**config.mk**
```make
export PLATFORM = sky130hd
export DESIGN_NAME = hbl_queue
export DESIGN_NICKNAME = d
export VERILOG_FILES = /design/src/rtl/hbl_pkg.sv /design/src/rtl/hbl_queue.sv
export SDC_FILE = /design/constraint.sdc
export NUM_CORES = 1
export LEC_CHECK = 0
export ABC_CLOCK_PERIOD_IN_PS = 3600
export BUFFER_PORTS_ARGS = -buffer_cell sky130_fd_sc_hd__buf_4
export CAP_MARGIN = 20
export CORE_MARGIN = 2
export CORE_UTILIZATION = 40
export DETAILED_ROUTE_END_ITERATION = 10
export GPL_ROUTABILITY_DRIVEN = 0
export PLACE_DENSITY = 0.6
export SLEW_MARGIN = 15
export SYNTH_ARGS = -nofsm -noshare
export SYNTH_HDL_FRONTEND = slang
export SYNTH_SLANG_ARGS = --single-unit
```
**constraint.sdc**
```tcl
create_clock -name clock -period 3.6 [get_ports clock]
set_clock_uncertainty 0.2 [all_clocks]
set_input_delay 0.36 -clock clock [delete_from_list [all_inputs] [get_ports clock]]
set_output_delay 0.36 -clock clock [all_outputs]
set_load 0.01 [all_outputs]
```
**src/rtl/hbl_pkg.sv**
```systemverilog
// Shared types and constants for the heightmap bilinear lookup block.
// Depends on nothing; every other file of the block imports it.
package hbl_pkg;

   // Default sizing of the grid store and of the interpolation fractions.
   localparam int MAX_POINTS_DEF = 1024;
   localparam int FRAC_BITS_DEF  = 16;

   // Depth of the queue between the front and back parts; a power of two.
   localparam int QUEUE_DEPTH = 4;

   // Widths fixed by the word fields.
   localparam int COORD_W  = 21;
   localparam int PITCH_W  = 20;
   localparam int INV_W    = 32;
   localparam int COUNT_W  = 6;
   localparam int HEIGHT_W = 18;
   localparam int INDEX_W  = 10;
   localparam int CSR_IDX_W  = 3;
   localparam int CSR_DATA_W = 32;

   // Operation codes of a request word.
   localparam logic OP_WRITE = 1'b0;
   localparam logic OP_QUERY = 1'b1;

   // Configuration register indexes.
   localparam logic [CSR_IDX_W-1:0] CSR_ORIGIN_X    = 3'd0;
   localparam logic [CSR_IDX_W-1:0] CSR_ORIGIN_Y    = 3'd1;
   localparam logic [CSR_IDX_W-1:0] CSR_PITCH_X     = 3'd2;
   localparam logic [CSR_IDX_W-1:0] CSR_PITCH_Y     = 3'd3;
   localparam logic [CSR_IDX_W-1:0] CSR_INV_PITCH_X = 3'd4;
   localparam logic [CSR_IDX_W-1:0] CSR_INV_PITCH_Y = 3'd5;
   localparam logic [CSR_IDX_W-1:0] CSR_COUNT_X     = 3'd6;
   localparam logic [CSR_IDX_W-1:0] CSR_COUNT_Y     = 3'd7;

   // Result status codes.
   typedef enum logic [2:0] {
      ST_OK      = 3'd0,
      ST_OUTSIDE = 3'd1,
      ST_NULL    = 3'd2,
      ST_RANGE   = 3'd3,
      ST_WRITE   = 3'd4
   } status_type;

   // Configuration register set as seen by the front and back parts.
   typedef struct packed {
      logic signed [COORD_W-1:0] origin_x;
      logic signed [COORD_W-1:0] origin_y;
      logic [PITCH_W-1:0]        pitch_x;
      logic [PITCH_W-1:0]        pitch_y;
      logic [INV_W-1:0]          inv_pitch_x;
      logic [INV_W-1:0]          inv_pitch_y;
      logic [COUNT_W-1:0]        count_x;
      logic [COUNT_W-1:0]        count_y;
   } cfg_type;

   // A classified word handed from the front part to the back part.
   typedef struct packed {
      logic                       op;
      logic [INDEX_W-1:0]         point_index;
      logic [HEIGHT_W-1:0]        point_height;
      logic                       point_null;
      status_type                 status;
      logic [COORD_W-1:0]         off_x;
      logic [COORD_W-1:0]         off_y;
   } entry_type;

endpackage

```
**src/rtl/hbl_queue.sv**
```systemverilog
// Short queue of classified words between the front and back parts.
// Depends on hbl_pkg for the entry type and depth.
module hbl_queue import hbl_pkg::*; (
   input  logic      clock,
   input  logic      reset,
   input  logic      push,
   input  entry_type push_entry,
   output logic      push_ready,
   input  logic      pop,
   output logic      pop_valid,
   output entry_type pop_entry
);

   localparam int PW = $clog2(QUEUE_DEPTH);
   localparam int CW = $clog2(QUEUE_DEPTH + 1);

   entry_type       slot_ff [QUEUE_DEPTH];
   logic [PW-1:0]   wr_ptr_ff;
   logic [PW-1:0]   rd_ptr_ff;
   logic [CW-1:0]   count_ff;
   logic            do_pop;

   assign push_ready = count_ff != CW'(QUEUE_DEPTH);
   assign pop_valid = count_ff != '0;
   assign pop_entry = slot_ff[rd_ptr_ff];
   assign do_pop = pop && pop_valid;

   // Pointers and fill count.
   always_ff @(posedge clock) begin
      if (reset) begin
         wr_ptr_ff <= '0;
         rd_ptr_ff <= '0;
         count_ff <= '0;
      end else begin
         if (push) begin
            wr_ptr_ff <= wr_ptr_ff + 1'b1;
         end
         if (do_pop) begin
            rd_ptr_ff <= rd_ptr_ff + 1'b1;
         end
         if (push && !do_pop) begin
            count_ff <= count_ff + 1'b1;
         end else if (!push && do_pop) begin
            count_ff <= count_ff - 1'b1;
         end
      end
   end

   always_ff @(posedge clock) begin
      if (push) begin
         slot_ff[wr_ptr_ff] <= push_entry;
      end
   end

endmodule

```
After elaboration in Yosys (flattened, before gate mapping)
Memories as Yosys holds them, arrays and structs flattened. A register that Yosys moved wholly into a read port is not among the register bits.
Index checks and enable logic that the tools add are counted.
{"block": "classes", "n_mux": 6, "eq_ne": 1, "n_addsub": 4, "reduce_logical": 7}
{"cell": "$mux W3", "count": 2}
{"cell": "$add A2 B1 Y2 const B", "count": 2}
{"cell": "$mux W2", "count": 2}
{"cell": "$add A3 B1 Y3 const B", "count": 1}
{"cell": "$logic_and A1 B1 Y1", "count": 3}
{"cell": "$ne A3 B3 Y1 const B", "count": 1}
{"cell": "$reduce_bool A3 Y1", "count": 1}
{"cell": "$sub A3 B1 Y3 const B", "count": 1}
{"cell": "$logic_not A1 Y1", "count": 2}
{"cell": "$mux W1", "count": 2}
{"cell": "$reduce_bool A2 Y1", "count": 1}
{"block": "totals", "out_inout_bits": 77, "n_memories": 1, "ff_bits": 7, "elab_cells": 22, "ramBits": 300, "in_bits": 79}
{"memory": "slot_ff", "words": 4, "word_bits": 75, "read_ports": 1, "rd_ports_with_merged_regs": 1, "write_ports": 1, "line": "hbl_queue.sv:17", "source": "entry_type slot_ff [QUEUE_DEPTH];"}

Logic depth before layout (Yosys ltp)
{"block": "logic_depth", "depth_word": 5, "ltp_mapped": 7, "mapped_depth_nobuf": 7}

Worst setup path after synthesis
OpenSTA, ideal clock, no wires.
{"block": "synth_path", "path_type": "register -> register", "startpoint": "register wr_ptr_ff[0]", "endpoint": "memory slot_ff[0][0] (netlist name), enable pin", "path_slack_ns": 0.665, "setup_ns": 0.441, "stages_incl_launch_ff": 4, "required_ns": 2.959, "t_arrival_ns": 2.294, "synth_period_minus_slack_ns": 2.935, "n_path_buf": 0, "cell_sequence": "dfxtp_1 -> inv_1 -> ha_1 -> and2_1"}
{"element": "start, declared", "line": "hbl_queue.sv:18", "source": "logic [PW-1:0] wr_ptr_ff;"}
{"element": "start signal, assigned", "line": "hbl_queue.sv:36", "source": "wr_ptr_ff <= wr_ptr_ff + 1'b1;"}
{"element": "end, declared", "line": "hbl_queue.sv:17"}
No word-level cell before the write port.

==> metrics.md <==
| Metric | Value |
|---|---|
| Delay-heaviest family, CP | multiplexers |
| I/O Buffers | 155 |
| # fillers | 2,233 |
| Via density | 4.89 |
| Die height | 172 um |
| Sw power | 0.00230 W |
| First-pass DRT Iterations | 4 |
| Htree depth | 1 |
| Std cell rows | 61 |
| PostCTS Resize Cnt | 0 |
| Synth top cells by count | edfxtp_1 (300), mux4_2 (75), dfxtp_1 (9) |
| Largest family of logic cells by synthesized area | multiplexers |
| Top-Level Pins | 156 |
| Worst Path Buf+Inv | 2 |
| Maxcap violations | 0 |
| Clock latency on the worst-skew pair | 0.54 ns |
| Total power | 0.00929 W |
| P_int | 0.00699 W |
| CP max-delay cell | mux4_2 |
| Worst path cell trace | buf_4 -> mux4_2 -> buf_4 |
| Leading register cell type out of synthesis | edfxtp_1 |
| Initial detailed-routing violation count | 319 |
| Clock Pin Slew Worst Setup and Hold Paths | 0.06 ns |
| Final min period | 2.83 ns |
| Gr ovfl total | 0 |
| Synth top area cells | edfxtp_1 (80%), mux4_2 (15%), dfxtp_1 (1.6%), buf_6 (0.60%), ha_1 (0.56%) |
| WL per Instance | 19.6 um |
| CTS root buf | clkbuf_16 |
| Synth Area in Simple Gates | 0.00634 |
| Vias in the first global route | 5,839 |
| Num CTS Buffers | 31 |
| Pleak | 4.91 nW |
| Yosys top cell by area | edfxtp_1 |
| # nets final | 776 |
| Max-slew headroom | 0.504 |
| Power density over the cells | 637 nW/um^2 |
| Yosys reg bits | 309 |
| Max VDD drop | 0.425 mV |
| Post-Synth XOR/XNOR Area | 0.00389 |
| CORE AREA | 27,800 sq um |
| Endpoints failing setup | 0 |
| Period utilization | 0.787 |
| Die area | 29,500 sq um |
| Post-route cell area | 14,600 sq um |
| Mapped Nets | 521 |
| Synthesis Warnings | 0 |
| Post-synthesis mux area share | 0.152 |
| Crit. End Element | primary output |
| First-pass GRT wire length | 32,500 um |
| # DRC | 0 |
| Largest net degree at the start of global routing | 63 |
| Top-area cell type share of the netlist area | 0.800 |
| Register area share after synthesis | 0.816 |
| Initial antenna violation count | 1 |
| Clock power frac | 0.312 |
| Tightest Hold Check Type | in2reg |
| Post-Route Utilization | 0.525 |
| Worst stage delay on the critical path | 0.59 ns |
| Die Wd | 172 um |
| Worst-path fanout max | 18 |
| Ys async rst share | 0 |
| Adder-Cell Fraction of Synth Area | 0.00734 |
| RSZ-0062 raised after global routing | false |
| Status | finished clean |
| Post-synth EDFFs | 300 |
| CP arrival | 2.27 ns |
| Most frequent CP cell | buf_4 |
| Yosys cell types | 21 |
| Via Count | 5,340 |
| DP HPWL | 12,200 um |
| Peak Freq | 353 MHz |
| Comb power frac | 0.226 |
| Routed Antenna Nets | 0 |
| Final Slew Violations | 0 |
| Worst Tran Pin Value | 0.744 ns |
| Drt total wl | 21,500 um |
| CP required | 3.04 ns |
| Syn Area/Cell | 25.8 sq um |
| Compound-cell area share of the yosys netlist | 0.00233 |
| Crit path kind | reg2out |
| Switching share of power | 0.247 |
| TritonCTS clock tree | built |
| Reg area | 9200 sq um |
| Area Overhead vs Synth | 29.6% |
| Cell with the most instances after synthesis | edfxtp_1 |
| Clk sinks | 309 |
| Post-synthesis cell count | 436 |
| Sequential share of power | 0.463 |
| Total global routing track utilization | 0.145 |
| Deepest clock path buffer count | 3 |
| Hold Vio Cnt, Final | 0 |
| Mapped Area | 11,300 sq um |
| Post-DP Area | 12,900 sq um |
| Initial core utilization | 0.405 |
| Multi-input logic area | 1940 sq um |
| Ratio of cells with drive above 1 in the final layout | 0.391 |
| Startpoint types | flip-flop |
| Setup TNS Final | 0 ns |
[worst min-delay path, delay by kind of cell]
| kind | cells | cell delay (ns) |
|---|---|---|
| AOI/OAI and AO/OA | 1 | 0.10 |
| buffers and inverters | 1 | 0.11 |
| and+or+nand+nor | 1 | 0.07 |
| xor gates and xnor gates | 1 | 0.09 |
[timing repair]
item,4_1_cts,5_1_grt
setup endpoints to repair,0,0
hold buffers,77,0
hold endpoints to repair,309,0
setup buffers,0,0
[worst paths after layout]
| kind | from | endpoint | slack [ns] | cells past startpoint |
|---|---|---|---|---|
| worst min-delay path | pop | flip-flop | 0.03 | 4 |
| worst min register to register | rd_ptr_ff[0] | flip-flop | 0.33 | 2 |
| worst max register to register | count_ff[1] | count_ff[2] | 1.13 | 7 |
| worst max-delay path | flip-flop | pop_entry[38] | 0.77 | 3 |
[final cells by class]
type                       instances  area share
sequential                       309       0.630
timing repair buffer             239       0.141
multi-input combinational        107       0.133
clock buffer                      44      0.0565
tap                              378      0.0324
clock inverter                    11     0.00540
inverter                           3    0.000772
antenna                            1    0.000171
[per-stage QoR]
step | std cells | setup WS (ns) | hold slack [ns]
final | 1092 | 0.766 | 0.0313
after global routing | 1092 | 0.604 | 0.0506
after CTS | 1091 | 0.661 | 0.00781
after detailed placement | 959 | 1.19 | 0.315
after global placement | 959 | 1.28 | 0.299
after floorplan | 436 | 0.665 | 0.259
[state kept, by name (all words and copies together) (netlist names), named ones only]
name and flops:
count_ff 3, rd_ptr_ff 2, slot_ff 300, wr_ptr_ff 2
[per-layer routing]
| layer | vias up | share of wire | routed length [um] | GRT usage |
|---|---|---|---|---|
| li1 | 2375 | - | - | - |
| met1 | 2789 | 0.42 | 9030 | 0.187 |
| met2 | 150 | 0.51 | 10900 | 0.254 |
| met3 | 26 | 0.056 | 1200 | 0.0292 |
| met4 | 0 | 0.017 | 362 | 0.0332 |
| met5 | - | 0 | 0 | 0 |
[cell families after synthesis]
logic type | after synthesis
DFF | 309
muxes | 77
buffers and inverters | 20
and+or+nand+nor | 15
adders and majority gates | 6
xor gates and xnor gates | 5
AOI/OAI and AO/OA | 4
[power groups by stage]
stage	Sequential, W	Clock [W]	Combinational (W)
global route	0.00433	0.00311	0.00227
CTS	0.00431	0.00298	0.00215
floorplan	0.00428	0	0.00131
detailed placement	0.00439	0	0.00207
finish	0.00430	0.00290	0.00210
global placement	0.00437	0	0.00205
[layout by cell type, fill, tap and decap left out]
cell type,n
clkinv_2,2
a21oi_1,1
or3_1,2
dfxtp_1,7
buf_4,156
ha_1,5
dlygate4sd3_1,77
inv_1,3
bufinv_16,1
nor2_1,8
buf_12,6
o31ai_1,1
o21ai_0,1
clkinvlp_4,1
clkbuf_1,13
dfxtp_4,2
edfxtp_1,300
inv_6,1
mux4_2,75
mux2i_1,2
fa_1,1
clkbuf_16,31
nand2_1,1
o311ai_0,1
xnor2_1,1
and2_4,4
xor2_1,4
diode_2,1
clkinv_1,6
Note: power is estimated with default switching activity, not from simulation.
