`src/rtl/hbl_pkg.sv`:
```
// Shared types and constants for the heightmap bilinear lookup block.
// Depends on nothing; every other file of the block imports it.
package hbl_pkg;

   // Default sizing of the grid store and of the interpolation fractions.
   localparam int MAX_POINTS_DEF = 1024;
   localparam int FRAC_BITS_DEF  = 16;

   // Depth of the queue between the front and back parts; a power of two.
   localparam int QUEUE_DEPTH = 4;

   // Widths fixed by the word fields.
   localparam int COORD_W  = 21;
   localparam int PITCH_W  = 20;
   localparam int INV_W    = 32;
   localparam int COUNT_W  = 6;
   localparam int HEIGHT_W = 18;
   localparam int INDEX_W  = 10;
   localparam int CSR_IDX_W  = 3;
   localparam int CSR_DATA_W = 32;

   // Operation codes of a request word.
   localparam logic OP_WRITE = 1'b0;
   localparam logic OP_QUERY = 1'b1;

   // Configuration register indexes.
   localparam logic [CSR_IDX_W-1:0] CSR_ORIGIN_X    = 3'd0;
   localparam logic [CSR_IDX_W-1:0] CSR_ORIGIN_Y    = 3'd1;
   localparam logic [CSR_IDX_W-1:0] CSR_PITCH_X     = 3'd2;
   localparam logic [CSR_IDX_W-1:0] CSR_PITCH_Y     = 3'd3;
   localparam logic [CSR_IDX_W-1:0] CSR_INV_PITCH_X = 3'd4;
   localparam logic [CSR_IDX_W-1:0] CSR_INV_PITCH_Y = 3'd5;
   localparam logic [CSR_IDX_W-1:0] CSR_COUNT_X     = 3'd6;
   localparam logic [CSR_IDX_W-1:0] CSR_COUNT_Y     = 3'd7;

   // Result status codes.
   typedef enum logic [2:0] {
      ST_OK      = 3'd0,
      ST_OUTSIDE = 3'd1,
      ST_NULL    = 3'd2,
      ST_RANGE   = 3'd3,
      ST_WRITE   = 3'd4
   } status_type;

   // Configuration register set as seen by the front and back parts.
   typedef struct packed {
      logic signed [COORD_W-1:0] origin_x;
      logic signed [COORD_W-1:0] origin_y;
      logic [PITCH_W-1:0]        pitch_x;
      logic [PITCH_W-1:0]        pitch_y;
      logic [INV_W-1:0]          inv_pitch_x;
      logic [INV_W-1:0]          inv_pitch_y;
      logic [COUNT_W-1:0]        count_x;
      logic [COUNT_W-1:0]        count_y;
   } cfg_type;

   // A classified word handed from the front part to the back part.
   typedef struct packed {
      logic                       op;
      logic [INDEX_W-1:0]         point_index;
      logic [HEIGHT_W-1:0]        point_height;
      logic                       point_null;
      status_type                 status;
      logic [COORD_W-1:0]         off_x;
      logic [COORD_W-1:0]         off_y;
   } entry_type;

endpackage

```
`src/rtl/hbl_if.sv`:
```
// Channel interfaces of the heightmap bilinear lookup block.
// Depends on hbl_pkg for the field widths.
interface hbl_req_if;
   import hbl_pkg::*;
   logic                       valid;
   logic                       ready;
   logic                       op;
   logic [INDEX_W-1:0]         point_index;
   logic signed [HEIGHT_W-1:0] point_height;
   logic                       point_null;
   logic signed [COORD_W-1:0]  query_x;
   logic signed [COORD_W-1:0]  query_y;
   logic                       extrapolate;
   modport source (output valid, op, point_index, point_height, point_null, query_x,
                   query_y, extrapolate, input ready);
   modport sink (input valid, op, point_index, point_height, point_null, query_x,
                 query_y, extrapolate, output ready);
endinterface


```
`src/rtl/hbl_front.sv`:
```
// Front part: takes request words, clamps query positions to the grid and classifies them.
// Depends on hbl_pkg and hbl_req_if.
module hbl_front import hbl_pkg::*; (
   input  logic       clock,
   input  logic       reset,
   hbl_req_if.sink    req_if,
   input  cfg_type    cfg,
   output logic       push,
   output entry_type  push_entry,
   input  logic       push_ready
);

   typedef struct packed {
      logic               outside;
      logic               neg;
      logic [COORD_W-1:0] off;
   } axis_type;

   // Clamp one axis to [origin, last point - 10] and return the offset from the origin.
   function automatic axis_type clamp_axis(logic signed [COORD_W-1:0] q,
                                           logic signed [COORD_W-1:0] org,
                                           logic [PITCH_W-1:0] pitch,
                                           logic [COUNT_W-1:0] cnt);
      logic signed [COUNT_W:0] cm1;
      logic signed [27:0]      span;
      logic signed [29:0]      lim;
      logic signed [29:0]      qc;
      logic signed [29:0]      d;
      axis_type                r;
      cm1 = $signed({1'b0, cnt}) - 7'sd1;
      span = 28'(cm1 * $signed({1'b0, pitch}));
      lim = 30'(org) + 30'(span) - 30'sd10;
      r.outside = 1'b0;
      qc = 30'(q);
      if (q < org) begin
         r.outside = 1'b1;
         qc = 30'(org);
      end
      if (qc > lim) begin
         r.outside = 1'b1;
         qc = lim;
      end
      d = qc - 30'(org);
      r.neg = d[29];
      r.off = d[COORD_W-1:0];
      return r;
   endfunction

   logic                       vld_ff;
   logic                       op_ff;
   logic [INDEX_W-1:0]         index_ff;
   logic [HEIGHT_W-1:0]        hgt_ff;
   logic                       null_ff;
   logic signed [COORD_W-1:0]  qx_ff;
   logic signed [COORD_W-1:0]  qy_ff;
   logic                       ext_ff;
   axis_type                   ax;
   axis_type                   ay;
   logic                       take;

   // The input register refills whenever its word moves on to the queue.
   assign req_if.ready = !vld_ff || push_ready;
   assign take = req_if.valid && req_if.ready;

   always_ff @(posedge clock) begin
      if (reset) begin
         vld_ff <= 1'b0;
      end else if (req_if.ready) begin
         vld_ff <= req_if.valid;
      end
      if (take) begin
         op_ff    <= req_if.op;
         index_ff <= req_if.point_index;
         hgt_ff   <= req_if.point_height;
         null_ff  <= req_if.point_null;
         qx_ff    <= req_if.query_x;
         qy_ff    <= req_if.query_y;
         ext_ff   <= req_if.extrapolate;
      end
   end

   // Clamp both axes and decide the early status of the word.
   always_comb begin
      ax = clamp_axis(qx_ff, cfg.origin_x, cfg.pitch_x, cfg.count_x);
      ay = clamp_axis(qy_ff, cfg.origin_y, cfg.pitch_y, cfg.count_y);
      push_entry.op = op_ff;
      push_entry.point_index = index_ff;
      push_entry.point_height = hgt_ff;
      push_entry.point_null = null_ff;
      push_entry.off_x = ax.off;
      push_entry.off_y = ay.off;
      if (op_ff == OP_WRITE) begin
         push_entry.status = ST_WRITE;
      end else if ((ax.outside || ay.outside) && !ext_ff) begin
         push_entry.status = ST_OUTSIDE;
      end else if (ax.neg || ay.neg) begin
         push_entry.status = ST_RANGE;
      end else begin
         push_entry.status = ST_OK;
      end
   end

   assign push = vld_ff && push_ready;

endmodule

```
`src/flat_wrapper.sv`:
```
// flat-port wrapper written by rule: the top's interface ports become plain ports
module hbl_front_flat import hbl_pkg::*;
  (clock, reset, cfg, push, push_entry, push_ready, req_if_valid, req_if_op, req_if_point_index, req_if_point_height, req_if_point_null, req_if_query_x, req_if_query_y, req_if_extrapolate, req_if_ready);
  hbl_req_if req_if_i ();
  input  logic clock;
  input  logic reset;
  input  cfg_type cfg;
  output logic push;
  output entry_type push_entry;
  input  logic push_ready;
  input wire logic [$bits(req_if_i.valid)-1:0] req_if_valid;
  input wire logic [$bits(req_if_i.op)-1:0] req_if_op;
  input wire logic [$bits(req_if_i.point_index)-1:0] req_if_point_index;
  input wire logic [$bits(req_if_i.point_height)-1:0] req_if_point_height;
  input wire logic [$bits(req_if_i.point_null)-1:0] req_if_point_null;
  input wire logic [$bits(req_if_i.query_x)-1:0] req_if_query_x;
  input wire logic [$bits(req_if_i.query_y)-1:0] req_if_query_y;
  input wire logic [$bits(req_if_i.extrapolate)-1:0] req_if_extrapolate;
  output wire logic [$bits(req_if_i.ready)-1:0] req_if_ready;
  assign req_if_i.valid = req_if_valid;
  assign req_if_i.op = req_if_op;
  assign req_if_i.point_index = req_if_point_index;
  assign req_if_i.point_height = req_if_point_height;
  assign req_if_i.point_null = req_if_point_null;
  assign req_if_i.query_x = req_if_query_x;
  assign req_if_i.query_y = req_if_query_y;
  assign req_if_i.extrapolate = req_if_extrapolate;
  assign req_if_ready = req_if_i.ready;
  hbl_front u_core (.clock(clock), .reset(reset), .req_if(req_if_i), .cfg(cfg), .push(push), .push_entry(push_entry), .push_ready(push_ready));
endmodule
```
`config.mk`:
```
export PLATFORM = sky130hd
export DESIGN_NAME = hbl_front_flat
export DESIGN_NICKNAME = d
export VERILOG_FILES = /design/src/rtl/hbl_pkg.sv /design/src/rtl/hbl_if.sv /design/src/rtl/hbl_front.sv /design/src/flat_wrapper.sv
export SDC_FILE = /design/constraint.sdc
export NUM_CORES = 1
export LEC_CHECK = 0
export CAP_MARGIN = 20
export CORE_UTILIZATION = 43
export CTS_CLUSTER_DIAMETER = 40
export DETAILED_ROUTE_END_ITERATION = 8
export DONT_BUFFER_PORTS = 1
export GPL_TIMING_DRIVEN = 0
export PLACE_DENSITY = 0.7
export SLEW_MARGIN = 5
export SYNTH_ARGS = -nofsm -noshare
export SYNTH_HDL_FRONTEND = slang
export SYNTH_SLANG_ARGS = --single-unit
```
`constraint.sdc`:
```
create_clock -name clock -period 9.91 [get_ports clock]
set_input_delay 0.4955 -clock clock [delete_from_list [all_inputs] [get_ports clock]]
set_output_delay 0.4955 -clock clock [all_outputs]
set_load 0.05 [all_outputs]
```
-- Word-level counts from Yosys, hierarchy flattened
Index checks and enable logic that the tools add are counted.
- word-level logic and storage cells: 41
- register bits after elaboration: 74
- $add $sub $neg: 8
- multipliers: 2
- reductions and logical operators: 8
- $lt $le $gt $ge: 4
- muxes and demuxes: 11
- operators with widths (kind ; count):
    30-bit 2-to-1 mux ; 4
    30-bit greater-than comparator ; 2
    30-bit by 21-bit subtractor with 30-bit output ; 2
    30-bit by 5-bit subtractor with 30-bit output (second input constant) ; 2
    21-bit by 28-bit adder with 29-bit output ; 2
    7-bit by 21-bit multiplier with 28-bit output ; 2
    21-bit < comparator ; 2
    6-bit by 1-bit subtractor with 7-bit output (second input constant) ; 2
    3-bit 2-to-1 mux ; 2
    1-bit 2-to-1 mux ; 4
    1-bit logical AND ; 3
    1-bit logical OR ; 3
    1-bit logical NOT ; 2
    2-bit 2-to-1 mux ; 1

-- Depth between registers and ports, before layout
- depth after elaboration: 11
- mapped depth: 51
- gate-level depth less buffers: 47

-- Worst setup path after synthesis
Ideal clock, no wire load.
- path kind: input port to output port
- start point: in cfg[6] (netlist name)
- end point: out push_entry[42] (netlist name)
- data required time: 9.415 ns
- path slack: -1.722 ns
- data arrival time: 11.136 ns
- stages on the path: 46
- path buffers: 4
- cell sequence: clkbuf_1 -> inv_1 -> ha_1 -> xor2_1 -> clkbuf_1 -> nand2_1 -> fa_1 -> inv_1 -> fa_1 -> fa_1 -> inv_1 -> fa_1 -> inv_1 -> ha_1 -> and3_4 -> and3_1 -> a22o_1 -> a211o_1 -> [... 10 more ...] -> a21oi_1 -> mux2i_1 -> a21oi_1 -> clkbuf_1 -> clkbuf_1 -> a21oi_1 -> ha_1 -> nor2_1 -> nand2_1 -> or3_1 -> a2111oi_0 -> o31ai_1 -> a21oi_1 -> o21ai_1 -> a221oi_1 -> xnor2_1 -> xnor2_1 -> a31oi_1
- RTL lines (item ; RTL line ; RTL):
    start: declaration ; flat_wrapper.sv:7 ; input cfg_type cfg;
    end: declaration ; flat_wrapper.sv:9 ; output entry_type push_entry;

==> metrics <==
status finished with violations; violated checks design-rule violations, negative setup slack; first-iteration detailed-routing DRC count 1,214; leading cell type in the layout, fill and taps excluded inv_1; Netlist Area Pre-Place 20,600 µm²; GRT Resource Usage Total 25.2%; post-route antenna net violation count 0; share of cells above drive strength 1 24.1%; Die H about 220 µm; CP bufs+invs 6; DR vias 18,209; Num CTS Buffers 9; CTS Sinks between 70 and 80; Final Non-Filler Cells 3,236; CTS Buffer Depth 2; Endpoint, Worst Hold u_core.vld_ff$_SDFFE_PP0N_; pin count of the biggest net entering global routing 67; drc violations 2; number of synthesized register bits 74; final setup violation count 32; dpl ws -2360 ps; synthesized instance count 2,429; crit path max-delay cell type or4_4; final period utilization 112%; Most common cell on crit path fa_1; sequential fraction of the synthesis area 10.7%; maxcap violations 0; Slew @ Worst Pin 773 ps; Placer Congestion 0.940; drt pass-1 iters 7; Synth Area per Inst 8.49 µm²; final WL between 60,000 and 70,000 µm; top cells by area, synth fa_1, ha_1, edfxtp_1; Distinct cells, synth 97; Final Skew 14.1 ps; hold_ws 179 ps; yosys warns 0; CTS tree yes; Final Max Tran Viols 0; Design Area, Final 26,400 µm²; Mapped Nets 3,192; Final Hold Viols 0; Synth top area share between 20% and 30%; RSZ-0062 raised after global routing true; CP endpoint kind output pin; # IOs 312; DPL Wire Length about 49,000 µm; worst flop-to-flop path endpoint u_core.hgt_ff[2]$_DFFE_PP_; core area 47,000 µm²; R2R setup slack slightly above 8000 ps; Crit Path Max Fanout 6; vias in the first global route 19,114; hold-critical path depth 1; initial antenna violation count 14; Die Span X 221 µm; hold_sp reset; Rel. slew slack 48.4%; DR vias/cell 5.63; setup ws final -1190 ps; most frequent cells in the layout inv_1, ha_1, fa_1, nand2_1, buf_4; first-pass GRT wire length 98,200 µm; PortBufs 0; WP data required 9410 ps; WP data arrival 10,610 ps; critical path start-end classification in2out; asr flop ratio synth 0%; instance area after placement roughly 22,000 µm²; Post-Place Cells about 3,000; Worst-Skew Late Latency 370 ps; cell family with most CP delay compound AO/OA/AOI/OAI gates; CTS clock-pin slew for the worst setup and hold paths 70 ps; initial core utilization a little over two fifths; H-Tree Depth 3; startpoint types primary input; WL per Instance about 20 µm; r2r worst-path depth 3; Layout area overhead 27.8%; GRT Residual Overflow 0; Final nets between 3,000 and 4,000; Max Clock Freq 90.1 MHz; Clock Root Buffer clkbuf_16; EDFF count, synth 73; RR Startpoint u_core.vld_ff$_SDFFE_PP0N_; largest stage delay on the critical path approximately 570 ps; die area 48,900 µm²; # rows between 70 and 80; Final min period about 11,000 ps; Synth Flop Type edfxtp_1; area leader, netlist fa_1; Hold Crit Class in2reg
[synth_stat cells, types with 6 or more instances]
cell,number
nand2_1,158
edfxtp_1,73
mux2i_1,8
xnor2_1,84
fa_1,238
ha_1,290
nor2b_1,112
nand2b_1,45
nand3_1,30
a31oi_1,14
o211ai_1,11
a31o_2,6
a2111oi_0,7
a211o_1,8
or2_2,12
a21oi_1,153
nor3b_1,7
nor2_1,162
nor3_1,46
a21o_1,63
a211oi_1,11
clkbuf_1,55
and3_1,16
o21a_1,15
nand4_1,26
inv_1,411
xor2_1,43
o21ai_1,12
and2_1,80
or3_1,9
o21ai_0,85
[state kept, by name, summed over array words and instances (netlist names)]
name	count
u_core.op_ff	1
u_core.index_ff	10
u_core.vld_ff	1
u_core.null_ff	1
u_core.ext_ff	1
u_core.qy_ff	21
u_core.qx_ff	21
u_core.hgt_ff	18
[area by class of cell]
cell class / instances / area (µm²)
fill: 3918 / 20600
multi-input combinational: 1879 / 19300
sequential: 74 / 2210
timing repair buffer: 182 / 1660
inverter: 411 / 1570
tap: 607 / 759
buffer: 58 / 547
clock buffer: 10 / 229
clock inverter: 6 / 42.5
antenna: 9 / 22.5
[kinds of logic (layout without fill, tap and decap cells)]
group	count (synthesis)	count (layout)	share of synthesized area, %
AOI/OAI and AO/OA	467	467	14.9
muxes	11	11	0.552
xor gates and xnor gates	129	129	5.55
other	0	9	0
adders and majority gates	528	528	40.7
and+or+nand+nor	744	744	18.8
buffers and inverters	476	667	8.76
DFF	74	74	10.7
[layer usage]
layer / GRT usage, % / vias to the layer above / share of wire [%]
li1: - / 8457 / -
met1: 29.4 / 8924 / 39
met2: 44.4 / 642 / 49
met3: 5.27 / 176 / 7.2
met4: 11.4 / 10 / 4.7
met5: 0 / - / 0.12
[through the flow]
stage | TNS [ps] | util, %
2_1_floorplan | -3920 | -
3_3_place_gp | -50510 | 47.3
3_5_place_dp | -51390 | 47.7
4_1_cts | -16800 | 53.1
5_1_grt | -37210 | 56.2
6_report | -22670 | 56.2
[repair_timing]
item                                    4_1_cts  5_1_grt
resized for setup                           277      217
gates cloned                                  5        2
hold buffers                                  0        0
buffers inserted                            108       61
endpoints found under the setup margin       41       40
pin swaps                                   165      154
[worst max path at each step]
stage,startpoint,endpoint,depth (start not counted)
5_1_grt,cfg[3],push_entry[42],45
4_1_cts,cfg[3],push_entry[42],45
2_1_floorplan,cfg[6],push_entry[41],47
6_report,cfg[3],push_entry[42],44
3_5_place_dp,cfg[6],push_entry[42],45
3_3_place_gp,cfg[6],push_entry[42],45
Power is not shown: default switching activity piles up to over one toggle a cycle in this logic, so the estimate is an artifact.
